### src/rtl/core/kcs_pkg.sv
`timescale 1ns / 1ps
// Keyframe channel sampler package: sizes, codes, sequencer states and
// the structs passed between the sampler modules. No dependencies.
package kcs_pkg;

    // Storage geometry
    localparam int CHANNEL_COUNT = 64;
    localparam int MAX_KEYS      = 64;
    localparam int STORE_DEPTH   = CHANNEL_COUNT * MAX_KEYS;
    localparam int CH_AW         = (CHANNEL_COUNT > 1) ? $clog2(CHANNEL_COUNT) : 1;
    localparam int KEY_AW        = $clog2(MAX_KEYS);
    localparam int CNT_W         = KEY_AW + 1;
    localparam int ADDR_W        = $clog2(STORE_DEPTH);

    // Fraction divider: one quotient bit per step
    localparam int DIV_STEPS = 32;
    localparam int DIV_CW    = $clog2(DIV_STEPS + 1);

    // Item function codes
    localparam logic FUNC_LOAD   = 1'b0;
    localparam logic FUNC_SAMPLE = 1'b1;

    // Result status codes
    localparam logic [1:0] ST_INTERP = 2'd0;
    localparam logic [1:0] ST_CLAMP  = 2'd1;
    localparam logic [1:0] ST_EMPTY  = 2'd2;

    localparam logic [31:0] AMOUNT_MIN = 32'h8000_0000;
    localparam logic [31:0] AMOUNT_MAX = 32'h7FFF_FFFF;

    typedef enum logic [3:0] {
        S_IDLE,
        S_LOAD,
        S_CHAN,
        S_CHK,
        S_ZERO,
        S_SCAN,
        S_RDA,
        S_DIV,
        S_MUL,
        S_FIN,
        S_OUT
    } t_state;

    typedef struct packed {
        logic              en;
        logic [ADDR_W-1:0] addr;
        logic [15:0]       frame;
        logic [31:0]       amount;
    } t_key_wr;

    typedef struct packed {
        logic        start;
        logic [31:0] num;
        logic [31:0] den;
    } t_div_req;

    typedef struct packed {
        logic        done;
        logic [31:0] quo;
    } t_div_rsp;

endpackage

### src/rtl/core/kcs_divider.sv
`timescale 1ns / 1ps
// Restoring divider for the interpolation fraction: (num << 32) / den with
// num < den, one quotient bit per cycle. Depends on kcs_pkg.
module kcs_divider (
    input  logic              i_clk,
    input  logic              i_rst_n,
    input  kcs_pkg::t_div_req i_req,
    output kcs_pkg::t_div_rsp o_rsp
);
    import kcs_pkg::*;

    logic              r_busy, n_busy;
    logic [DIV_CW-1:0] r_cnt, n_cnt;
    logic [32:0]       r_rem, n_rem;
    logic [31:0]       r_den, n_den;
    logic [31:0]       r_quo, n_quo;
    logic [32:0]       w_sh;
    logic              w_ge;

    assign w_sh = {r_rem[31:0], 1'b0};
    assign w_ge = (w_sh >= {1'b0, r_den});

    // one shift/subtract step per cycle
    always_comb begin
        n_busy = r_busy;
        n_cnt  = r_cnt;
        n_rem  = r_rem;
        n_den  = r_den;
        n_quo  = r_quo;
        if (i_req.start) begin
            n_busy = 1'b1;
            n_cnt  = DIV_CW'(DIV_STEPS);
            n_rem  = {1'b0, i_req.num};
            n_den  = i_req.den;
            n_quo  = '0;
        end else if (r_busy) begin
            if (r_cnt != '0) begin
                n_rem = w_ge ? (w_sh - {1'b0, r_den}) : w_sh;
                n_quo = {r_quo[30:0], w_ge};
                n_cnt = r_cnt - 1'b1;
            end else begin
                n_busy = 1'b0;
            end
        end
    end

    always_ff @(posedge i_clk) begin
        if (!i_rst_n) begin
            r_busy <= 1'b0;
            r_cnt  <= '0;
        end else begin
            r_busy <= n_busy;
            r_cnt  <= n_cnt;
        end
    end

    always_ff @(posedge i_clk) begin
        r_rem <= n_rem;
        r_den <= n_den;
        r_quo <= n_quo;
    end

    assign o_rsp.done = r_busy && (r_cnt == '0);
    assign o_rsp.quo  = r_quo;
endmodule

### config.mk
export PLATFORM = sky130hd
export DESIGN_NAME = kcs_divider
export DESIGN_NICKNAME = d
export VERILOG_FILES = /design/src/rtl/core/kcs_pkg.sv /design/src/rtl/core/kcs_divider.sv
export SDC_FILE = /design/constraint.sdc
export NUM_CORES = 1
export LEC_CHECK = 0
export BUFFER_PORTS_ARGS = -buffer_cell sky130_fd_sc_hd__buf_2
export CELL_PAD_IN_SITES_DETAIL_PLACEMENT = 1
export CELL_PAD_IN_SITES_GLOBAL_PLACEMENT = 2
export CORE_UTILIZATION = 36
export CTS_BUF_LIST = sky130_fd_sc_hd__clkbuf_8
export DETAILED_ROUTE_END_ITERATION = 6
export PLACE_DENSITY = 0.82
export SLEW_MARGIN = 5
export SYNTH_ARGS = -nofsm -noshare
export SYNTH_HDL_FRONTEND = slang
export SYNTH_SLANG_ARGS = --single-unit
### constraint.sdc
create_clock -name i_clk -period 4.5 [get_ports i_clk]
set_clock_uncertainty 0.2 [all_clocks]
set_input_delay 0.9 -clock i_clk [delete_from_list [all_inputs] [get_ports i_clk]]
set_output_delay 0.9 -clock i_clk [all_outputs]
set_load 0.01 [all_outputs]
* After elaboration in Yosys (flattened, before gate mapping)
Cells that the tools add are included.
** Word-level totals
- Register bits :: 103
- Output and inout port bits :: 33
- Logic and storage cells :: 28
** Cells by class
- Magnitude comparators :: 1
- $add $sub $neg :: 2
- Bitwise gates (word level) :: 1
- Mux-type cells :: 10
- Reductions and logical operators :: 8
** Operators with widths (number)
- 32-bit two-way mux :: 4
- 33-bit by 32-bit >= comparator with 1-bit output :: 1
- 32-bit subtractor :: 1
- 6-bit two-way mux :: 3
- 6-bit zero test :: 1
- 6-bit nonzero test :: 1
- 6-bit by 1-bit subtractor with 6-bit output (second input constant) :: 1
- 2-bit AND reduction :: 2
- 2-bit nonzero test :: 2
- 1-bit two-way mux :: 3
- 2-bit OR reduction :: 1
- 1-bit logical AND :: 1
- 1-bit inverter :: 1

* Longest topological paths before layout
Gate-level depths: netlist of the first run.
- Depth in word-level cells :: 5
- Gate-level depth with buffers :: 16

* Least setup slack after synthesis of the first run
OpenSTA, ideal clock, no wires.
- Kind :: register to register
- Start point :: reg r_rem[10]
- End point :: reg r_rem[11] (data pin)
- Data required time :: 4.040 ns
- Library setup time :: 0.260 ns
- Path slack :: 0.991 ns
- Cell stages (with the launch flop) :: 14
- Arrival :: 3.049 ns
- Cells stage by stage :: edfxtp_1 > ha_1 > and3_4 > a2111oi_2 > a21oi_2 > nand3_1 > a21o_2 > a21oi_2 > or2_1 > a211o_1 > and2_4 > buf_6 > mux2_4 > mux2_2
** Between the ends
- Longest elaborated chain between the ends :: 5
- Elaborated cells on any way between the ends :: 6
- Classes of those cells :: 1 x add/sub; 1 x order compare; 4 x mux
** Ends and longest elaborated chain
- start, declared :: line kcs_divider.sv:14 : logic [32:0] r_rem, n_rem;
- start signal, assigned :: line kcs_divider.sv:58 : r_rem <= n_rem;
- 32-bit subtractor / 33-bit by 32-bit >= comparator with 1-bit output (equally long branches) :: line kcs_divider.sv:38, kcs_divider.sv:21
- 32-bit two-way mux (*) :: line kcs_divider.sv:38 : n_rem = w_ge ? (w_sh - {1'b0, r_den}) : w_sh;
- 32-bit two-way mux (*) :: line kcs_divider.sv:37 : if (r_cnt != '0) begin
- 32-bit two-way mux (*) :: line kcs_divider.sv:36 : end else if (r_busy) begin
- 32-bit two-way mux (*) :: line kcs_divider.sv:30 : if (i_req.start) begin
- named net n_rem[11] :: line kcs_divider.sv:14
Mark *: on every way through the listed nets, which the timed path passes. The rest lies on a longest branch. The select of a mux whose other input is x is not followed.
A chain may end at the register's enable or synchronous reset.

* Worst setup path in the final report of the first run
- Start point :: reg r_rem[10]
- End point :: reg r_rem[16] (data pin)
Same word-level chain as after synthesis.

==> results of run 1 <==
[per-stage QoR]
step	worst slack (ns)	cells	hold slack [ns]
3_5_place_dp	0.4905	885	0.2579
4_1_cts	0.4809	901	0.2696
5_1_grt	0.2657	901	0.2870
3_3_place_gp	0.6550	885	0.2437
2_1_floorplan	0.9907	593	0.2805
6_report	0.5408	902	0.2696
[flip-flops by register name, summed over array words and instances (netlist names)]
signal	flops
r_rem	32
r_cnt	6
r_den	32
r_quo	32
r_busy	1
[worst min-delay path by stage]
stage | to | from | depth (start not counted) | slack (ns)
6_report | r_quo[25] | r_quo[24] | 2 | 0.27
5_1_grt | r_quo[25] | r_quo[24] | 2 | 0.29
4_1_cts | r_quo[25] | r_quo[24] | 2 | 0.27
3_5_place_dp | r_quo[16] | r_quo[15] | 2 | 0.26
3_3_place_gp | r_quo[31] | r_quo[31] | 2 | 0.24
2_1_floorplan | r_quo[31] | r_quo[31] | 2 | 0.28
[report_power, final]
group          switching (mW)  internal, mW  leakage, nW
sequential             0.0605          1.15        0.949
combinational           0.733         0.594         1.79
clock                   0.349         0.219       0.0888
total                    1.14          1.96         2.83
[cell type report]
class                      instances  share of cell area
antenna                            1           0.0003784
clock buffer                      10             0.02081
clock inverter                     6            0.006243
inverter                          40             0.02270
multi-input combinational        428              0.4196
sequential                       103              0.4086
tap                              211             0.03992
timing repair buffer             103             0.08173
[worst max-delay path, delay by kind of cell, from the launching register on]
family,cells,cell delay (ns)
muxes,2,0.60
adders and majority gates,1,0.42
and+or+nand+nor,4,1.51
DFF,1,0.41
AOI/OAI and AO/OA,3,0.55
[synthesized netlist by cell type, drive strengths merged, types with 3 or more instances]
library cell	number	area, um2
mux2i	18	180.2
mux2	10	131.4
nor3	8	40.04
nor2	15	56.30
nand2b	9	56.30
a21oi	64	327.8
xor2	11	96.34
and2	7	46.30
a31oi	3	18.77
inv	40	150.1
nor2b	7	43.79
a21o	15	113.9
o21a	6	45.04
o21ai	38	190.2
a211o	3	26.28
dfxtp	39	780.8
nand4	4	25.02
xnor2	23	201.4
buf	6	52.55
ha	34	425.4
nand2	107	401.6
edfxtp	64	1922
nand3	11	55.05
or2	3	18.77
clkbuf	16	60.06
[cell families (layout without fill, tap and decap cells)]
family | count (synthesis) | after routing | share of synthesized area
flip-flops | 103 | 103 | 0.4708
other | 0 | 1 | 0
adder cells (fa/ha/maj) | 35 | 35 | 0.07759
XOR/XNOR | 34 | 34 | 0.05187
multiplexers | 28 | 28 | 0.05427
buffers and inverters | 62 | 159 | 0.04577
AND/OR/NAND/NOR | 183 | 183 | 0.1452
AO/OA/AOI/OAI | 148 | 148 | 0.1545
[routing by layer]
metal | up-vias | GRT usage
met1 | 2182 | 0.2136
met3 | 17 | 0.05968
met2 | 85 | 0.3189
met4 | 2 | 0.04775
met5 | - | 0
li1 | 2262 | -
==> impl_metrics.env, run 1 <==
export IMPL_rsz0062_at_grt="false"
export IMPL_grtUsageTotal=0.1824
export IMPL_crit_path_max_fanout=33
export IMPL_wirelength_met1_um=6408
export IMPL_rr_startpoint="r_rem[10]"
export IMPL_rr_worst_depth=10
export IMPL_leakage_nw=2.828
export IMPL_status="complete, no violations"
export IMPL_yosysSeqAreaShare=0.4708
export IMPL_final_seq_area_um2=2703
export IMPL_synth_ff_type="edfxtp_1"
export IMPL_ir_drop_uv=166.1
export IMPL_htreeDepth=3
export IMPL_worstMarginPinSlew_ns=0.5539
export IMPL_die_x_um=128.3
export IMPL_yosysUniqueCellTypes=55
export IMPL_drc=0
export IMPL_slowest_delay_ns=0.58
export IMPL_finalSetupViolCount=0
export IMPL_wire_per_inst_um=15.92
export IMPL_clk_latency_ns=0.39
export IMPL_firstDrtPassIters=4
export IMPL_worst_setup_path_start_kind="register"
export IMPL_final_common_cell="nand2_1"
export IMPL_drive_gt1_frac=0.1957
export IMPL_crit_start="r_rem[10]"
export IMPL_core_area_um2=15370
export IMPL_cts_tree="built"
export IMPL_gp_congestion=0.8410
export IMPL_r2r_end="r_rem[16]"
export IMPL_finalSetupTns_ns=0
export IMPL_vias_per_cell=5.042
export IMPL_critPathKind="reg2reg"
export IMPL_hpwl_um=10530
export IMPL_nNetsFinal=787
export IMPL_endpoint_kind="register"
export IMPL_mostFrequentLayoutCells="nand2_1, buf_2, edfxtp_1, a21oi_1, inv_1"
export IMPL_yosys_warnings=0
export IMPL_initial_utilization=0.3735
export IMPL_cp_arrival_ns=3.90
export IMPL_cts_made_buffers=9
export IMPL_fin_area_um2=6614
export IMPL_areaGrowthSynthToFinish_pct=15.21
export IMPL_crit_path_top_delay_cell="and2_4"
export IMPL_endpoint="r_rem[16]"
export IMPL_final_util=0.4303
export IMPL_async_reset_ff_frac=0
export IMPL_row_count=45
export IMPL_die_h_um=128.3
export IMPL_multi_input_area_um2=2775
export IMPL_grt_pass1_wl_um=23660
export IMPL_r2r_slack_ns=0.54
export IMPL_cts_repair_resized=0
export IMPL_synth_enable_flop_cells=64
export IMPL_cts_setup_buffers=0
export IMPL_met3_length_um=893
export IMPL_grt_pass1_vias=4815
export IMPL_wl_met2_um=6885
export IMPL_cts_num_sinks=103
export IMPL_cts_max_path_buffers=2
export IMPL_wirelength_um=14360
export IMPL_final_antenna_net_count=0
export IMPL_syn_avg_cell_area_um2=9.680
export IMPL_drt_iter0_markers=202
export IMPL_drv_slew=0
export IMPL_fillers=1815
export IMPL_max_cap_viol_count=0
export IMPL_vias=4548
export IMPL_pin_count=100
export IMPL_synth_area_um2=5741
export IMPL_finalCritPeriodShare=0.8798
export IMPL_top_layer_used="met5"
export IMPL_total_power_mw=3.103
export IMPL_max_freq_ghz=0.2526
export IMPL_placedInstanceArea_um2=6432
export IMPL_slew_headroom=0.6308
export IMPL_synth_seq_cells=103
export IMPL_cp_required_ns=4.44
export IMPL_cts_root_buf="clkbuf_8"
export IMPL_grt_overflow_total=0
export IMPL_path_cells="ha_1 > nand3_1 > or4_1 > nor3_1 > o21a_1 > o21ai_1 > a31oi_1 > and2_4 > mux2_4 > mux2_2"
export IMPL_pwr_density_cell_nw_per_um2=469.1
export IMPL_io_buffers=99
export IMPL_hold_viol=0
export IMPL_hp_class="reg2reg"
export IMPL_period_minus_slack_ns=3.959
export IMPL_antenna_found_initial=2
export IMPL_clkSlewWorstSetupHoldPaths_ns=0.10
export IMPL_synthCells=593
export IMPL_hold_buffers=0
export IMPL_dieArea_um2=16450
export IMPL_syn_num_nets=695
export IMPL_grt_max_degree=100
Note: power is estimated with default switching activity, not from simulation.
==> inputs of run 2 (changes only) <==
--- a/config.mk
+++ b/config.mk
@@ -8,10 +8,10 @@
 export BUFFER_PORTS_ARGS = -buffer_cell sky130_fd_sc_hd__buf_2
 export CELL_PAD_IN_SITES_DETAIL_PLACEMENT = 1
 export CELL_PAD_IN_SITES_GLOBAL_PLACEMENT = 2
-export CORE_UTILIZATION = 36
+export CORE_UTILIZATION = 39
 export CTS_BUF_LIST = sky130_fd_sc_hd__clkbuf_8
 export DETAILED_ROUTE_END_ITERATION = 6
-export PLACE_DENSITY = 0.82
+export PLACE_DENSITY = 0.88
 export SLEW_MARGIN = 5
 export SYNTH_ARGS = -nofsm -noshare
 export SYNTH_HDL_FRONTEND = slang
==> constraint.sdc (replaced) <==
create_clock -name i_clk -period 5 [get_ports i_clk]
set_clock_uncertainty 0.2 [all_clocks]
set_input_delay 1 -clock i_clk [delete_from_list [all_inputs] [get_ports i_clk]]
set_output_delay 1 -clock i_clk [all_outputs]
set_load 0.01 [all_outputs]
==> impl_metrics.env, run 2 (synthesized netlist as in run 1, its figures left out) <==
export IMPL_stdcell_count=871
export IMPL_path_cells="ha_1 > nand3_1 > or4_1 > nor3_1 > o21a_1 > o21ai_1 > a31oi_1 > and2_4 > mux2_4 > mux2_2"
export IMPL_pin_count=100
export IMPL_hold_depth=2
export IMPL_leakage_nw=2.839
export IMPL_endpoint_kind="register"
export IMPL_row_count=43
export IMPL_pwr_density_cell_nw_per_um2=425.1
export IMPL_final_common_cell="nand2_1"
export IMPL_slowest_delay_ns=0.60
export IMPL_grtUsageTotal=0.1935
export IMPL_worstMarginPinSlew_ns=0.5704
export IMPL_finalSetupViolCount=0
export IMPL_hp_start="r_quo[31]"
export IMPL_critPathKind="reg2reg"
export IMPL_grt_pass1_wl_um=22740
export IMPL_drc=0
export IMPL_areaGrowthSynthToFinish_pct=14.67
export IMPL_crit_path_max_fanout=33
export IMPL_crit_path_top_delay_cell="and2_4"
export IMPL_max_freq_ghz=0.2464
export IMPL_fin_area_um2=6583
export IMPL_initial_utilization=0.4072
export IMPL_core_area_um2=14100
export IMPL_sequentialPowerShare=0.388
export IMPL_grt_max_degree=79
export IMPL_wire_per_inst_um=16.04
export IMPL_vias_per_cell=5.203
export IMPL_swShare=0.3707
export IMPL_cts_tree="built"
export IMPL_period_minus_slack_ns=4.058
export IMPL_cp_arrival_ns=4.00
export IMPL_total_power_mw=2.798
export IMPL_clk_latency_ns=0.38
export IMPL_grt_overflow_total=0
export IMPL_clkPwrFrac=0.185
export IMPL_firstDrtPassIters=4
export IMPL_worst_setup_path_start_kind="register"
export IMPL_hpwl_um=10300
export IMPL_cts_root_buf="clkbuf_8"
export IMPL_switching_power_mw=1.037
export IMPL_cts_made_buffers=9
export IMPL_crit_buf_inv=0
export IMPL_ir_drop_uv=167.6
export IMPL_hold_buffers=0
export IMPL_pre_cts_ws_ns=0.9557
export IMPL_cp_required_ns=4.94
export IMPL_slew_headroom=0.6198
export IMPL_die_h_um=123.3
export IMPL_rr_worst_depth=10
export IMPL_dieArea_um2=15210
export IMPL_placedInstanceArea_um2=6394
export IMPL_hp_class="reg2reg"
export IMPL_dp_cells=854
export IMPL_cts_repair_resized=0
export IMPL_status="complete, no violations"
export IMPL_comb_power_share=0.427
export IMPL_r2r_end="r_rem[18]"
export IMPL_drv_slew=0
export IMPL_holdWs_ns=0.2656
export IMPL_io_buffers=99
export IMPL_hold_viol=0
export IMPL_cts_max_path_buffers=2
export IMPL_rsz0062_at_grt="false"
export IMPL_nNetsFinal=787
export IMPL_final_antenna_net_count=0
export IMPL_min_to="r_quo[31]"
export IMPL_drive_gt1_frac=0.1986
export IMPL_mostFrequentLayoutCells="nand2_1, buf_2, edfxtp_1, a21oi_1, inv_1"
export IMPL_antenna_found_initial=2
export IMPL_r2r_slack_ns=0.94
export IMPL_drt_iter0_markers=125
export IMPL_cts_setup_buffers=0
export IMPL_grt_pass1_vias=4710
export IMPL_die_x_um=123.3
export IMPL_reg_top3="r_den (32), r_quo (32), r_rem (32)"
export IMPL_fillers=1690
export IMPL_clkSlewWorstSetupHoldPaths_ns=0.11
export IMPL_critical_path_top_delay_family="simple AND/OR/NAND/NOR gates"
export IMPL_finalSetupTns_ns=0
export IMPL_max_cap_viol_count=0
export IMPL_cts_num_sinks=103
export IMPL_p_int_mw=1.761
export IMPL_final_util=0.4670
export IMPL_gp_congestion=0.8730
export IMPL_htreeDepth=3
export IMPL_wirelength_um=13970
export IMPL_rr_startpoint="r_rem[10]"
export IMPL_fin_ws_ns=0.9420
export IMPL_vias=4532
export IMPL_finalCritPeriodShare=0.8116
[run 2: cell types whose count changed in the layout (fill, tap and decap cells not counted), sizes merged]
cell	delta
clkbuf	-1
clkinvlp	-1
inv	+2
[run 2: worst register-to-register path, stage by stage (launching register included)]
cell and delay, ns:
edfxtp_1 0.43, ha_1 0.44, nand3_1 0.23, or4_1 0.58, nor3_1 0.16, o21a_1 0.13
o21ai_1 0.07, a31oi_1 0.36, and2_4 0.60, mux2_4 0.35, mux2_2 0.26
[run 2: power groups by stage]
stage                     registers [mW]  logic (mW)  clock network, mW
after global placement              1.10        1.16                  0
final                               1.09        1.19              0.517
after floorplan                     1.09       0.965                  0
after detailed placement            1.10        1.20                  0
after global routing                1.10        1.32              0.565
after CTS                           1.09        1.20              0.540
[run 2: worst max path at each step]
stage / endpoint / start / depth (start not counted) / slack, ns
6_report: r_rem[18] / r_rem[10] / 10 / 0.94
5_1_grt: r_rem[3] / r_rem[10] / 10 / 0.76
4_1_cts: r_rem[18] / r_rem[10] / 10 / 0.92
3_5_place_dp: r_rem[18] / r_rem[10] / 10 / 0.96
3_3_place_gp: r_rem[11] / r_rem[10] / 10 / 1.18
2_1_floorplan: r_rem[11] / r_rem[10] / 13 / 1.49
[run 2: final cells by class]
type	count	area, um2	area share
clock buffers	9	123.9	0.01882
clock inverters	7	62.56	0.009504
inverters	40	150.1	0.02281
well taps	180	225.2	0.03421
diodes	1	2.502	0.0003802
repair buffers	103	540.5	0.08211
multi-input cells	428	2775	0.4216
flip-flops and latches	103	2703	0.4106
[run 2: layer usage]
metal  vias up  GRT usage  wire length, um
met3        11    0.06089              796
met4         2    0.04970              123
met5         -          0               13
met2        81     0.3387             6834
li1       2266          -                -
met1      2172     0.2279             6198
